--- src/sv/cid_pkg.sv ---
`default_nettype none
package cid_pkg;

    // Fixed widths of the interface fields.
    localparam int SAMPLE_BITS = 16;
    localparam int DERIV_BITS  = 40;

    // Number of jobs held between the front and the back part.
    localparam int QUEUE_DEPTH = 4;

    typedef struct packed {
        logic signed [SAMPLE_BITS-1:0] sample;
        logic                          last_sample;
    } cid_in_t;

    typedef struct packed {
        logic signed [DERIV_BITS-1:0] derivative;
        logic                         last_result;
    } cid_out_t;

    // Per-job classification made by the front part.
    typedef struct packed {
        logic first;   // first full window of the run: also emit the left edge
        logic last;    // last sample of the run: also emit the two right edges
    } cid_flags_t;

    typedef struct packed {
        logic full;
        logic empty;
    } cid_q_status_t;

endpackage
`default_nettype wire

--- src/sv/cubic_interp_derivative_stream.sv ---
// Streaming derivative of a sampled signal by local cubic interpolation.
//
// Input channel: drive sample_item and raise push; a transfer takes place at
// a rising edge with push high and full low. A run of samples ends with the
// item whose last_sample bit is set. Runs of fewer than four samples give no
// results. The fourth sample of a run gives two results, each later sample
// one, and the last sample two more, so a sample can cause up to four.
// Result channel: while empty is low the oldest result is on result_item;
// it transfers at a rising edge with pop high and empty low. A stalled
// receiver holds the result steady; jobs pile up in a four-entry queue and
// full rises once it is full.
// Configuration: wr_en with wr_data selects the first (0) or the second (1)
// derivative; write it only while no result is pending.
// A sample's job is written into the queue, and the back part registers
// its results in the output register. Throughput: one sample per cycle
// while full is low; the back part produces one result per cycle while
// the receiver pops, so the queue absorbs a run's extra start and end results.
// Reset clears the window, the run state, the queue and the output valid flag,
// and selects the first derivative.
`default_nettype none
module cubic_interp_derivative_stream #(
    parameter int SAMPLE_WIDTH = 16
) (
    input  wire                clk,
    input  wire                rst_n,
    input  wire                push,
    output logic               full,
    input  cid_pkg::cid_in_t   sample_item,
    output logic               empty,
    input  wire                pop,
    output cid_pkg::cid_out_t  result_item,
    input  wire                wr_en,
    input  wire                wr_data
);
    import cid_pkg::*;

    localparam int AW = SAMPLE_WIDTH + 3;
    localparam int DW = 3 * AW + $bits(cid_flags_t);

    logic                 order_reg;
    logic                 accept;
    logic                 job_push, job_pop;
    logic signed [AW-1:0] f_a0, f_a1, f_a2;
    logic signed [AW-1:0] b_a0, b_a1, b_a2;
    cid_flags_t           f_flags, b_flags;
    logic [DW-1:0]        q_wdata, q_rdata;
    cid_q_status_t        q_status;

    // The user must change the order register only while the block is idle; the block itself does not enforce it.
    always_ff @(posedge clk or negedge rst_n)
    begin
        if (!rst_n)
        begin
            order_reg <= 1'b0;
        end
        else if (wr_en)
        begin
            order_reg <= wr_data;
        end
    end

    assign full   = q_status.full;
    assign accept = push && !full;

    // Front: shift the window, track the run, and form the cubic's
    // coefficients for every sample that produces results.
    cid_front #(
        .SW(SAMPLE_WIDTH)
    ) u_front (
        .clk        (clk),
        .rst_n      (rst_n),
        .accept     (accept),
        .sample_item(sample_item),
        .job_push   (job_push),
        .job_a0     (f_a0),
        .job_a1     (f_a1),
        .job_a2     (f_a2),
        .job_flags  (f_flags)
    );

    assign q_wdata = {f_a0, f_a1, f_a2, f_flags};

    cid_queue #(
        .DW(DW)
    ) u_queue (
        .clk   (clk),
        .rst_n (rst_n),
        .push  (job_push),
        .wdata (q_wdata),
        .pop   (job_pop),
        .rdata (q_rdata),
        .status(q_status)
    );

    assign b_a0    = q_rdata[DW-1 -: AW];
    assign b_a1    = q_rdata[DW-1-AW -: AW];
    assign b_a2    = q_rdata[DW-1-2*AW -: AW];
    assign b_flags = q_rdata[$bits(cid_flags_t)-1:0];

    // Back: walk the evaluation points of each job, one result per cycle while the receiver does not stall.
    cid_back #(
        .SW(SAMPLE_WIDTH)
    ) u_back (
        .clk        (clk),
        .rst_n      (rst_n),
        .order      (order_reg),
        .job_valid  (!q_status.empty),
        .job_a0     (b_a0),
        .job_a1     (b_a1),
        .job_a2     (b_a2),
        .job_flags  (b_flags),
        .job_pop    (job_pop),
        .pop        (pop),
        .empty      (empty),
        .result_item(result_item)
    );

    // With the queue full and no result shown, a result is shown in the next cycle.
    assert property (@(posedge clk) disable iff (!rst_n)
        (full && empty) |=> !empty)
        else $error("queue full but no result presented");

    // With no job queued and no sample taken, no result can appear.
    assert property (@(posedge clk) disable iff (!rst_n)
        (q_status.empty && empty && !accept) |=> empty)
        else $error("result appeared without a queued job");

    // A job leaves the queue only while a result is being produced.
    assert property (@(posedge clk) disable iff (!rst_n)
        job_pop |=> !empty)
        else $error("job retired without a result");

endmodule
`default_nettype wire

--- src/sv/cid_front.sv ---
`default_nettype none
module cid_front #(
    parameter int SW = 16
) (
    input  wire                     clk,
    input  wire                     rst_n,
    input  wire                     accept,
    input  cid_pkg::cid_in_t        sample_item,
    output logic                    job_push,
    output logic signed [SW+2:0]    job_a0,
    output logic signed [SW+2:0]    job_a1,
    output logic signed [SW+2:0]    job_a2,
    output cid_pkg::cid_flags_t     job_flags
);
    import cid_pkg::*;

    localparam int AW = SW + 3;

    logic signed [SW-1:0] window_reg [4];
    logic signed [SW-1:0] window_next [4];
    logic [1:0]           seen_reg, seen_next;
    logic                 full_win_reg, full_win_next;
    logic [SW+SAMPLE_BITS-1:0] raw_ext;
    logic signed [AW-1:0] y0, y1, y2, y3;

    // Keep the low SW bits of the sample, two's complement.
    assign raw_ext = {{SW{1'b0}}, sample_item.sample};

    always_comb
    begin
        window_next[0] = window_reg[1];
        window_next[1] = window_reg[2];
        window_next[2] = window_reg[3];
        window_next[3] = raw_ext[SW-1:0];

        y0 = {{3{window_next[0][SW-1]}}, window_next[0]};
        y1 = {{3{window_next[1][SW-1]}}, window_next[1]};
        y2 = {{3{window_next[2][SW-1]}}, window_next[2]};
        y3 = {{3{window_next[3][SW-1]}}, window_next[3]};

        job_a0 = y3 - y2 - y0 + y1;
        job_a1 = (y0 <<< 1) - (y1 <<< 1) + y2 - y3;
        job_a2 = y2 - y0;

        job_push        = accept && (full_win_reg || (seen_reg == 2'd3));
        job_flags.first = !full_win_reg;
        job_flags.last  = sample_item.last_sample;

        seen_next     = seen_reg;
        full_win_next = full_win_reg;
        if (accept)
        begin
            if (!full_win_reg)
            begin
                if (seen_reg != 2'd3)
                begin
                    seen_next = seen_reg + 2'd1;
                end
                else
                begin
                    full_win_next = 1'b1;
                end
            end
            if (sample_item.last_sample)
            begin
                seen_next     = 2'd0;
                full_win_next = 1'b0;
            end
        end
    end

    always_ff @(posedge clk or negedge rst_n)
    begin
        if (!rst_n)
        begin
            for (int i = 0; i < 4; i++)
            begin
                window_reg[i] <= '0;
            end
            seen_reg     <= 2'd0;
            full_win_reg <= 1'b0;
        end
        else
        begin
            if (accept)
            begin
                for (int i = 0; i < 4; i++)
                begin
                    window_reg[i] <= window_next[i];
                end
            end
            seen_reg     <= seen_next;
            full_win_reg <= full_win_next;
        end
    end

endmodule
`default_nettype wire

--- src/sv/cid_queue.sv ---
`default_nettype none
module cid_queue #(
    parameter int DW = 8
) (
    input  wire                      clk,
    input  wire                      rst_n,
    input  wire                      push,
    input  wire  [DW-1:0]            wdata,
    input  wire                      pop,
    output logic [DW-1:0]            rdata,
    output cid_pkg::cid_q_status_t   status
);
    import cid_pkg::*;

    localparam int PTRW = $clog2(QUEUE_DEPTH);
    localparam int CNTW = $clog2(QUEUE_DEPTH + 1);

    logic [DW-1:0]   mem [QUEUE_DEPTH];
    logic [PTRW-1:0] wr_ptr_reg, rd_ptr_reg;
    logic [CNTW-1:0] count_reg;
    logic            do_push, do_pop;

    assign status.full  = (count_reg == CNTW'(QUEUE_DEPTH));
    assign status.empty = (count_reg == '0);
    assign do_push      = push && !status.full;
    assign do_pop       = pop && !status.empty;
    assign rdata        = mem[rd_ptr_reg];

    always_ff @(posedge clk)
    begin
        if (do_push)
        begin
            mem[wr_ptr_reg] <= wdata;
        end
    end

    always_ff @(posedge clk or negedge rst_n)
    begin
        if (!rst_n)
        begin
            wr_ptr_reg <= '0;
            rd_ptr_reg <= '0;
            count_reg  <= '0;
        end
        else
        begin
            if (do_push)
            begin
                wr_ptr_reg <= (wr_ptr_reg == PTRW'(QUEUE_DEPTH - 1)) ? '0 : wr_ptr_reg + 1'b1;
            end
            if (do_pop)
            begin
                rd_ptr_reg <= (rd_ptr_reg == PTRW'(QUEUE_DEPTH - 1)) ? '0 : rd_ptr_reg + 1'b1;
            end
            if (do_push && !do_pop)
            begin
                count_reg <= count_reg + 1'b1;
            end
            else if (do_pop && !do_push)
            begin
                count_reg <= count_reg - 1'b1;
            end
        end
    end

endmodule
`default_nettype wire

--- src/sv/cid_back.sv ---
`default_nettype none
module cid_back #(
    parameter int SW = 16
) (
    input  wire                     clk,
    input  wire                     rst_n,
    input  wire                     order,
    input  wire                     job_valid,
    input  wire signed [SW+2:0]     job_a0,
    input  wire signed [SW+2:0]     job_a1,
    input  wire signed [SW+2:0]     job_a2,
    input  cid_pkg::cid_flags_t     job_flags,
    output logic                    job_pop,
    input  wire                     pop,
    output logic                    empty,
    output cid_pkg::cid_out_t       result_item
);
    import cid_pkg::*;

    localparam int AW = SW + 3;
    localparam int PW = SW + 8;
    localparam int RW = (SW + 25 > DERIV_BITS + 1) ? SW + 25 : DERIV_BITS + 1;

    // Evaluation point of the cubic within the window.
    typedef enum logic [1:0] {
        POS_M_NEG1,
        POS_M_ZERO,
        POS_M_ONE,
        POS_M_TWO
    } pos_t;

    logic [1:0]           step_reg;
    logic [1:0]           last_step;
    logic                 step_done;
    logic                 load;
    pos_t                 pos;
    logic signed [PW-1:0] a0e, a1e, a2e, p, s7;
    logic signed [RW-1:0] r, hi, lo;
    logic [DERIV_BITS-1:0] sat;
    cid_out_t             result_reg;
    logic                 valid_reg;

    always_comb
    begin
        unique case ({job_flags.first, job_flags.last})
            2'b11:   last_step = 2'd3;
            2'b10:   last_step = 2'd1;
            2'b01:   last_step = 2'd2;
            default: last_step = 2'd0;
        endcase
        step_done = (step_reg == last_step);
        load      = job_valid && (!valid_reg || pop);
        job_pop   = load && step_done;

        pos = pos_t'(step_reg + {1'b0, !job_flags.first});
        // In second-order mode the final result repeats the one before it.
        if (order && (pos == POS_M_TWO))
        begin
            pos = POS_M_ONE;
        end

        a0e = {{(PW-AW){job_a0[AW-1]}}, job_a0};
        a1e = {{(PW-AW){job_a1[AW-1]}}, job_a1};
        a2e = {{(PW-AW){job_a2[AW-1]}}, job_a2};
        s7  = (a0e <<< 3) - a0e;

        if (!order)
        begin
            unique case (pos)
                POS_M_NEG1: p = a2e + (a0e <<< 1) + a0e - (a1e <<< 1);
                POS_M_ZERO: p = a2e;
                POS_M_ONE:  p = a2e + (a0e <<< 1) + a0e + (a1e <<< 1);
                POS_M_TWO:  p = a2e + (a0e <<< 3) + (a0e <<< 2) + (a1e <<< 2);
                default:    p = a2e;
            endcase
        end
        else
        begin
            unique case (pos)
                POS_M_NEG1: p = (a1e <<< 1) - (a0e <<< 2) - (a0e <<< 1);
                POS_M_ZERO: p = (a1e <<< 1);
                default:    p = (a1e <<< 1) + (a0e <<< 2) + (a0e <<< 1);
            endcase
        end

        r = {{(RW-PW-16){p[PW-1]}}, p, 16'b0};
        if (!order)
        begin
            r = r + {{(RW-PW){s7[PW-1]}}, s7};
        end

        hi = {{(RW-DERIV_BITS+1){1'b0}}, {(DERIV_BITS-1){1'b1}}};
        lo = ~hi;
        priority if (r > hi)
        begin
            sat = hi[DERIV_BITS-1:0];
        end
        else if (r < lo)
        begin
            sat = lo[DERIV_BITS-1:0];
        end
        else
        begin
            sat = r[DERIV_BITS-1:0];
        end
    end

    always_ff @(posedge clk)
    begin
        if (load)
        begin
            result_reg.derivative  <= sat;
            result_reg.last_result <= job_flags.last && step_done;
        end
    end

    always_ff @(posedge clk or negedge rst_n)
    begin
        if (!rst_n)
        begin
            step_reg  <= 2'd0;
            valid_reg <= 1'b0;
        end
        else
        begin
            if (load)
            begin
                step_reg  <= step_done ? 2'd0 : step_reg + 2'd1;
                valid_reg <= 1'b1;
            end
            else if (pop)
            begin
                valid_reg <= 1'b0;
            end
        end
    end

    assign empty       = !valid_reg;
    assign result_item = result_reg;

endmodule
`default_nettype wire

--- config.mk ---
export PLATFORM = sky130hd
export DESIGN_NAME = cubic_interp_derivative_stream
export DESIGN_NICKNAME = d
export VERILOG_FILES = /design/src/sv/cid_pkg.sv /design/src/sv/cubic_interp_derivative_stream.sv /design/src/sv/cid_front.sv /design/src/sv/cid_queue.sv /design/src/sv/cid_back.sv
export SDC_FILE = /design/constraint.sdc
export NUM_CORES = 1
export LEC_CHECK = 0
export BUFFER_PORTS_ARGS = -buffer_cell sky130_fd_sc_hd__buf_2
export CELL_PAD_IN_SITES_DETAIL_PLACEMENT = 1
export CELL_PAD_IN_SITES_GLOBAL_PLACEMENT = 2
export CORE_UTILIZATION = 43
export CTS_CLUSTER_SIZE = 20
export DETAILED_ROUTE_END_ITERATION = 8
export HOLD_SLACK_MARGIN = 0.15
export MAX_ROUTING_LAYER = met4
export PLACE_DENSITY_LB_ADDON = 0.1
export SLEW_MARGIN = 20
export SYNTH_ARGS = -nofsm -noshare
export SYNTH_HDL_FRONTEND = slang
export SYNTH_HIERARCHICAL = 1
export SYNTH_SLANG_ARGS = --single-unit
--- constraint.sdc ---
create_clock -name clk -period 10.79 [get_ports clk]
set_clock_uncertainty 0.15 [all_clocks]
set_input_delay 1.6185 -clock clk [delete_from_list [all_inputs] [get_ports clk]]
set_output_delay 1.6185 -clock clk [all_outputs]
set_load 0.02 [all_outputs]
==> results.py, run 1 <==
metrics = {
    "global_route": {
        "grt_pass1_wl_um": 130000,
        "antenna_found_initial": 1,
        "globalRouteOverflowTotal": 0,
        "grt_pass1_vias": 22246,
        "track_usage_pct": 26.2,
        "grt_max_degree": 98,
    },
    "sta": {
        "finalWorstSetupSlack_ps": 861,
        "timing.final.crit_share_pct": 92.0,
        "setup_violations": 0,
        "setup_tns_ps": 0,
        "clock.fmax_ghz": 0.101,
        "drv_slew": 0,
        "min_period_ps": 9930,
        "slew_headroom_pct": 26.0,
        "tightest_slew_ps": 1110,
        "hold_viol": 0,
        "rsz0062_at_grt": "no",
        "whs_ps": 358,
    },
    "clock_tree": {
        "clk_latency_ps": 580,
        "cts_tree": "built",
        "cts_hold_buffers": 0,
        "path_clk_slew_ps": 60,
        "cts_made_buffers": 39,
        "clk_path_buf_depth": 3,
        "clkSinkCount": 339,
        "cts-root-buf": "clkbuf_16",
        "htree_levels": 2,
    },
    "yosys": {
        "async_reset_ff_share_pct": 18.3,
        "ys_ff_latch": 339,
        "synthFlopType": "edfxtp_1",
        "synth-seq-area-share_pct": 35.1,
        "syn_area_sq_um": 28100,
        "synth_edf_count": 277,
        "synthDistinctLibCells": 107,
        "synth-warning-count": 6,
        "syn_area_per_cell_sq_um": 10.5,
        "synth.net_count": 3099,
        "synth_cells": 2668,
    },
    "drt": {
        "ant_nets": 0,
        "wl_per_cell_um": 23.3,
        "vias": 20681,
        "drc": 0,
        "drt_wl_total_um": 84100,
        "drt_iter0_markers": 1166,
        "vias_per_cell": 5.74,
        "firstDrtPassIters": 5,
    },
    "worst_setup_path": {
        "worstPathArrival_ps": 10070,
        "required_ps": 10930,
        "criticalPathCategory": "reg2reg",
        "critPathMaxFanout": 25,
        "worstSetupStartpointType": "register",
        "max_stage_delay_ps": 660,
        "worstSetupEndpointType": "register",
        "cp_slowest_cell": "dfrtp_4",
    },
    "cells_and_area": {
        "final_common_cell": "edfxtp_1",
        "nFillCells": 7128,
        "area_delta_synth_final_pct": 9.04,
        "nets": 3149,
        "largest_reg_flops": 236,
        "drive_gt1_share_pct": 10.8,
        "layout_common_cells": "edfxtp_1 (277), inv_1 (262), ha_1 (255)",
        "antenna-diode-count": 0,
        "largest-register": "u_queue/mem",
    },
    "flow_run": {
        "drv_cap": 0,
    },
    "placement": {
        "dp_hpwl_um": 66700,
        "place.gp.congestion": 0.982,
        "port_buffers": 65,
        "post-place-ws_ps": 938,
    },
    "floorplanning": {
        "die_w_um": 258,
        "die_h_um": 258,
        "ioPinCount": 66,
        "core_sq_um": 64600,
        "start_util_pct": 43.6,
        "fp-row-count": 93,
        "die_area_sq_um": 66500,
    },
    "status": {
        "status": "finished clean",
    },
    "worst_hold_path": {
        "timing.hold.worst.class": "reg2reg",
    },
}
[cells in the mapped netlist, drive strengths merged (20+ instances only)]
master	number	area share [%]
a21o	52	1.4
clkbuf	46	0.61
and3	20	0.46
o31ai	22	0.65
nor3	51	0.94
fa	152	11
dfrtp	62	5.5
mux4	59	4.7
nand2	203	2.7
a211oi	28	0.75
inv	264	3.5
a31oi	26	0.68
buf	38	1.0
o21bai	28	0.75
a21oi	225	4.1
xor2	55	1.7
nor2	166	2.2
edfxtp	277	30
nor2b	23	0.54
o211ai	28	0.76
nand2b	29	0.64
o21ai	177	3.2
ha	256	11
xnor2	104	3.2
nand3	26	0.48
o21a	24	0.64
[area by class of cell]
cell class	instances	area (sq um)	area share, %
inverters	264	991	3.23
multi-input cells	1981	16900	55.0
clock inverters	27	299	0.974
well taps	855	1070	3.49
flip-flops and latches	339	9880	32.2
repair buffers	93	536	1.75
clock buffers	45	1050	3.42
[logic make-up after synthesis]
kind of cell	share of synthesized area, %
AOI/OAI and AO/OA	16.9
xor gates and xnor gates	4.95
adders and majority gates	22.3
buffers and inverters	5.18
DFF	35.1
muxes	5.41
and+or+nand+nor	10.2
[final timing paths]
| check | cells past startpoint | end | start | slack (ps) |
|---|---|---|---|---|
| worst max-delay path | 39 | u_back/result_item[36] | u_queue/rd_ptr_reg[0] | 860 |
| worst min-delay path | 2 | u_front/window_next[32] | u_front/window_next[16] | 360 |
| worst max register to register | 39 | u_back/result_item[36] | u_queue/rd_ptr_reg[0] | 860 |
| worst min register to register | 2 | u_front/window_next[32] | u_front/window_next[16] | 360 |
| max in group asynchronous | 2 | order_reg | rst_n | 8640 |
| min in group asynchronous | 1 | u_front/window_next[18] | rst_n | 790 |
[critical path, delay by kind of cell (launching register included)]
kind / cells / cell delay [ps]
AOI/OAI and AO/OA: 21 / 4400
adders and majority gates: 5 / 1860
and+or+nand+nor: 6 / 980
DFF: 1 / 660
muxes: 1 / 660
buffers and inverters: 4 / 590
xor gates and xnor gates: 2 / 320
[what timing repair did]
item | CTS | global route
endpoints found under the setup margin | 0 | 1
gates resized for setup | 0 | 1
buffers inserted | 0 | 0
[through the flow]
step           util [%]  std cells  area (sq um)
3_5_place_dp       45.4       3532         29300
3_3_place_gp       45.4       3532         29300
6_report           47.5       3604         30700
5_1_grt            47.5       3604         30700
4_1_cts            47.5       3604         30700
2_1_floorplan         -       2668         28100
[metal layers]
| layer | routed length, um | track usage (%) |
|---|---|---|
| met1 | 38300 | 33.4 |
| met2 | 41200 | 44.3 |
| met3 | 2090 | 2.22 |
| met4 | 2530 | 8.17 |
| met5 | 0 | - |
Power of run 1 is not shown: default switching activity piles up to over one toggle a cycle in this logic, so the estimate is an artifact.
==> inputs of run 2 (changes only) <==
- CORE_UTILIZATION: 43 -> 44
- CTS_BUF_LIST: not set -> sky130_fd_sc_hd__clkbuf_4
==> run 2 against run 1 <==
  * Critical path depth did not move
  * Global-route usage up 1.1 points
  * Design area shrank 0.65%
  * Wire length increased by 0.70%
  * Non-clock buffer count shrank 2
  * Worst hold slack got worse by 20 ps
==> results.py, run 2 (synthesized netlist as in run 1, its figures left out) <==
metrics = {
    "status": {
        "status": "finished clean",
    },
    "cells_and_area": {
        "largest-register": "u_queue/mem",
        "largest_reg_flops": 236,
        "nets": 3197,
        "final_common_cell": "edfxtp_1",
        "nFillCells": 7028,
        "layout_common_cells": "edfxtp_1 (277), inv_1 (262), ha_1 (255)",
        "ff_latch_area_sq_um": 9880,
        "finalNonFillerCells": 3689,
        "area_delta_synth_final_pct": 8.33,
        "drive_gt1_share_pct": 12.9,
        "multi_input_area_sq_um": 16900,
    },
    "worst_setup_path": {
        "reg2reg_from": "u_queue/rd_ptr_reg[0]",
        "worstSetupStartpoint": "u_queue/rd_ptr_reg[0]",
        "required_ps": 11320,
        "max_stage_delay_ps": 670,
        "reg2reg_slack_ps": 880,
        "worstPathArrival_ps": 10440,
        "r2r_cells": 39,
        "criticalPathCategory": "reg2reg",
        "rr_endpoint": "u_back/result_item[36]",
        "cp_slowest_cell": "o31ai_1",
        "worstSetupEndpointType": "register",
        "critPathMaxFanout": 25,
        "endpoint": "u_back/result_item[36]",
        "worstSetupStartpointType": "register",
    },
    "floorplanning": {
        "start_util_pct": 44.6,
        "die_h_um": 255,
        "fp-row-count": 92,
        "die_w_um": 255,
        "core_sq_um": 63100,
        "ioPinCount": 66,
        "die_area_sq_um": 65000,
    },
    "placement": {
        "port_buffers": 65,
        "dp_hpwl_um": 67300,
        "place.gp.congestion": 0.893,
        "post-place-ws_ps": 883,
        "placed_cells": 3521,
    },
    "sta": {
        "finalWorstSetupSlack_ps": 882,
        "hold_viol": 0,
        "min_period_ps": 9910,
        "tightest_slew_ps": 1080,
        "clock.fmax_ghz": 0.101,
        "drv_slew": 0,
        "rsz0062_at_grt": "no",
        "timing.final.crit_share_pct": 91.8,
        "setup_violations": 0,
        "slew_headroom_pct": 28.0,
        "whs_ps": 338,
        "setup_tns_ps": 0,
    },
    "drt": {
        "drc": 0,
        "vias_per_cell": 5.68,
        "wl_per_cell_um": 23.0,
        "ant_nets": 0,
        "vias": 20967,
        "drt_iter0_markers": 1100,
        "drt_wl_total_um": 84700,
        "firstDrtPassIters": 5,
    },
    "clock_tree": {
        "cts_hold_buffers": 0,
        "clkSinkCount": 339,
        "postCtsSetupBuffers": 0,
        "clk_latency_ps": 860,
        "path_clk_slew_ps": 70,
        "htree_levels": 3,
        "cts_made_buffers": 89,
        "cts_tree": "built",
        "cts.repair.resized": 0,
        "clk_path_buf_depth": 3,
        "cts-root-buf": "clkbuf_4",
    },
    "worst_hold_path": {
        "timing.hold.worst.class": "reg2reg",
    },
    "global_route": {
        "grt_max_degree": 96,
        "globalRouteOverflowTotal": 0,
        "track_usage_pct": 27.4,
        "grt_pass1_wl_um": 130000,
        "grt_pass1_vias": 22643,
        "antenna_found_initial": 4,
    },
    "flow_run": {
        "drv_cap": 0,
    },
}
==> run 2: cell types whose count changed in the layout (fill, tap and decap cells not counted), moves of 5 or more <==
cell / before / now
clkinv_2: 5 / 10
clkinv_1: 2 / 24
clkinvlp_4: 7 / 1
clkbuf_4: 0 / 120
clkbuf_16: 40 / 0
diode_2: 0 / 5
==> run 2: worst min-delay path by stage <==
stage                                          to  slack [ps]  cells after the start                    start
after detailed placement  u_front/window_next[32]         340                      2  u_front/window_next[16]
after global placement    u_front/window_next[32]         310                      2  u_front/window_next[16]
after global routing      u_front/window_next[32]         380                      2  u_front/window_next[16]
after CTS                 u_front/window_next[32]         340                      2  u_front/window_next[16]
final                     u_front/window_next[32]         340                      2  u_front/window_next[16]
after floorplan           u_front/window_next[32]         300                      2  u_front/window_next[16]
==> run 2: final cells by class <==
type	instances	share of cell area (%)
clock buffer	120	2.95
multi-input combinational	1981	55.3
timing repair buffer	91	1.71
tap	846	3.47
clock inverter	43	0.874
sequential	339	32.4
inverter	264	3.25
antenna	5	0.0410
==> run 2: stage by stage <==
step	area (sq um)	util, %
after floorplan	28100	-
after global placement	29300	46.5
after detailed placement	29300	46.5
after CTS	30500	48.3
after global routing	30500	48.3
final	30500	48.3
==> run 2: critical path: cells and delay by family, from the launching register on <==
family	cells	cell delay [ps]
AO/OA/AOI/OAI	19	4360
adder cells (fa/ha/maj)	5	1810
AND/OR/NAND/NOR	7	1070
multiplexers	2	810
buffers and inverters	5	790
flip-flops	1	600
XOR/XNOR	1	110
==> run 2: layer usage <==
| layer | up-vias | GRT usage [%] | part of all wire [%] |
|---|---|---|---|
| li1 | 9869 | - | - |
| met1 | 10603 | 33.6 | 44 |
| met2 | 355 | 46.7 | 50 |
| met3 | 140 | 3.28 | 3.0 |
| met4 | 0 | 9.36 | 3.1 |
| met5 | - | - | 0 |
Power of run 2 is left out for the same reason.
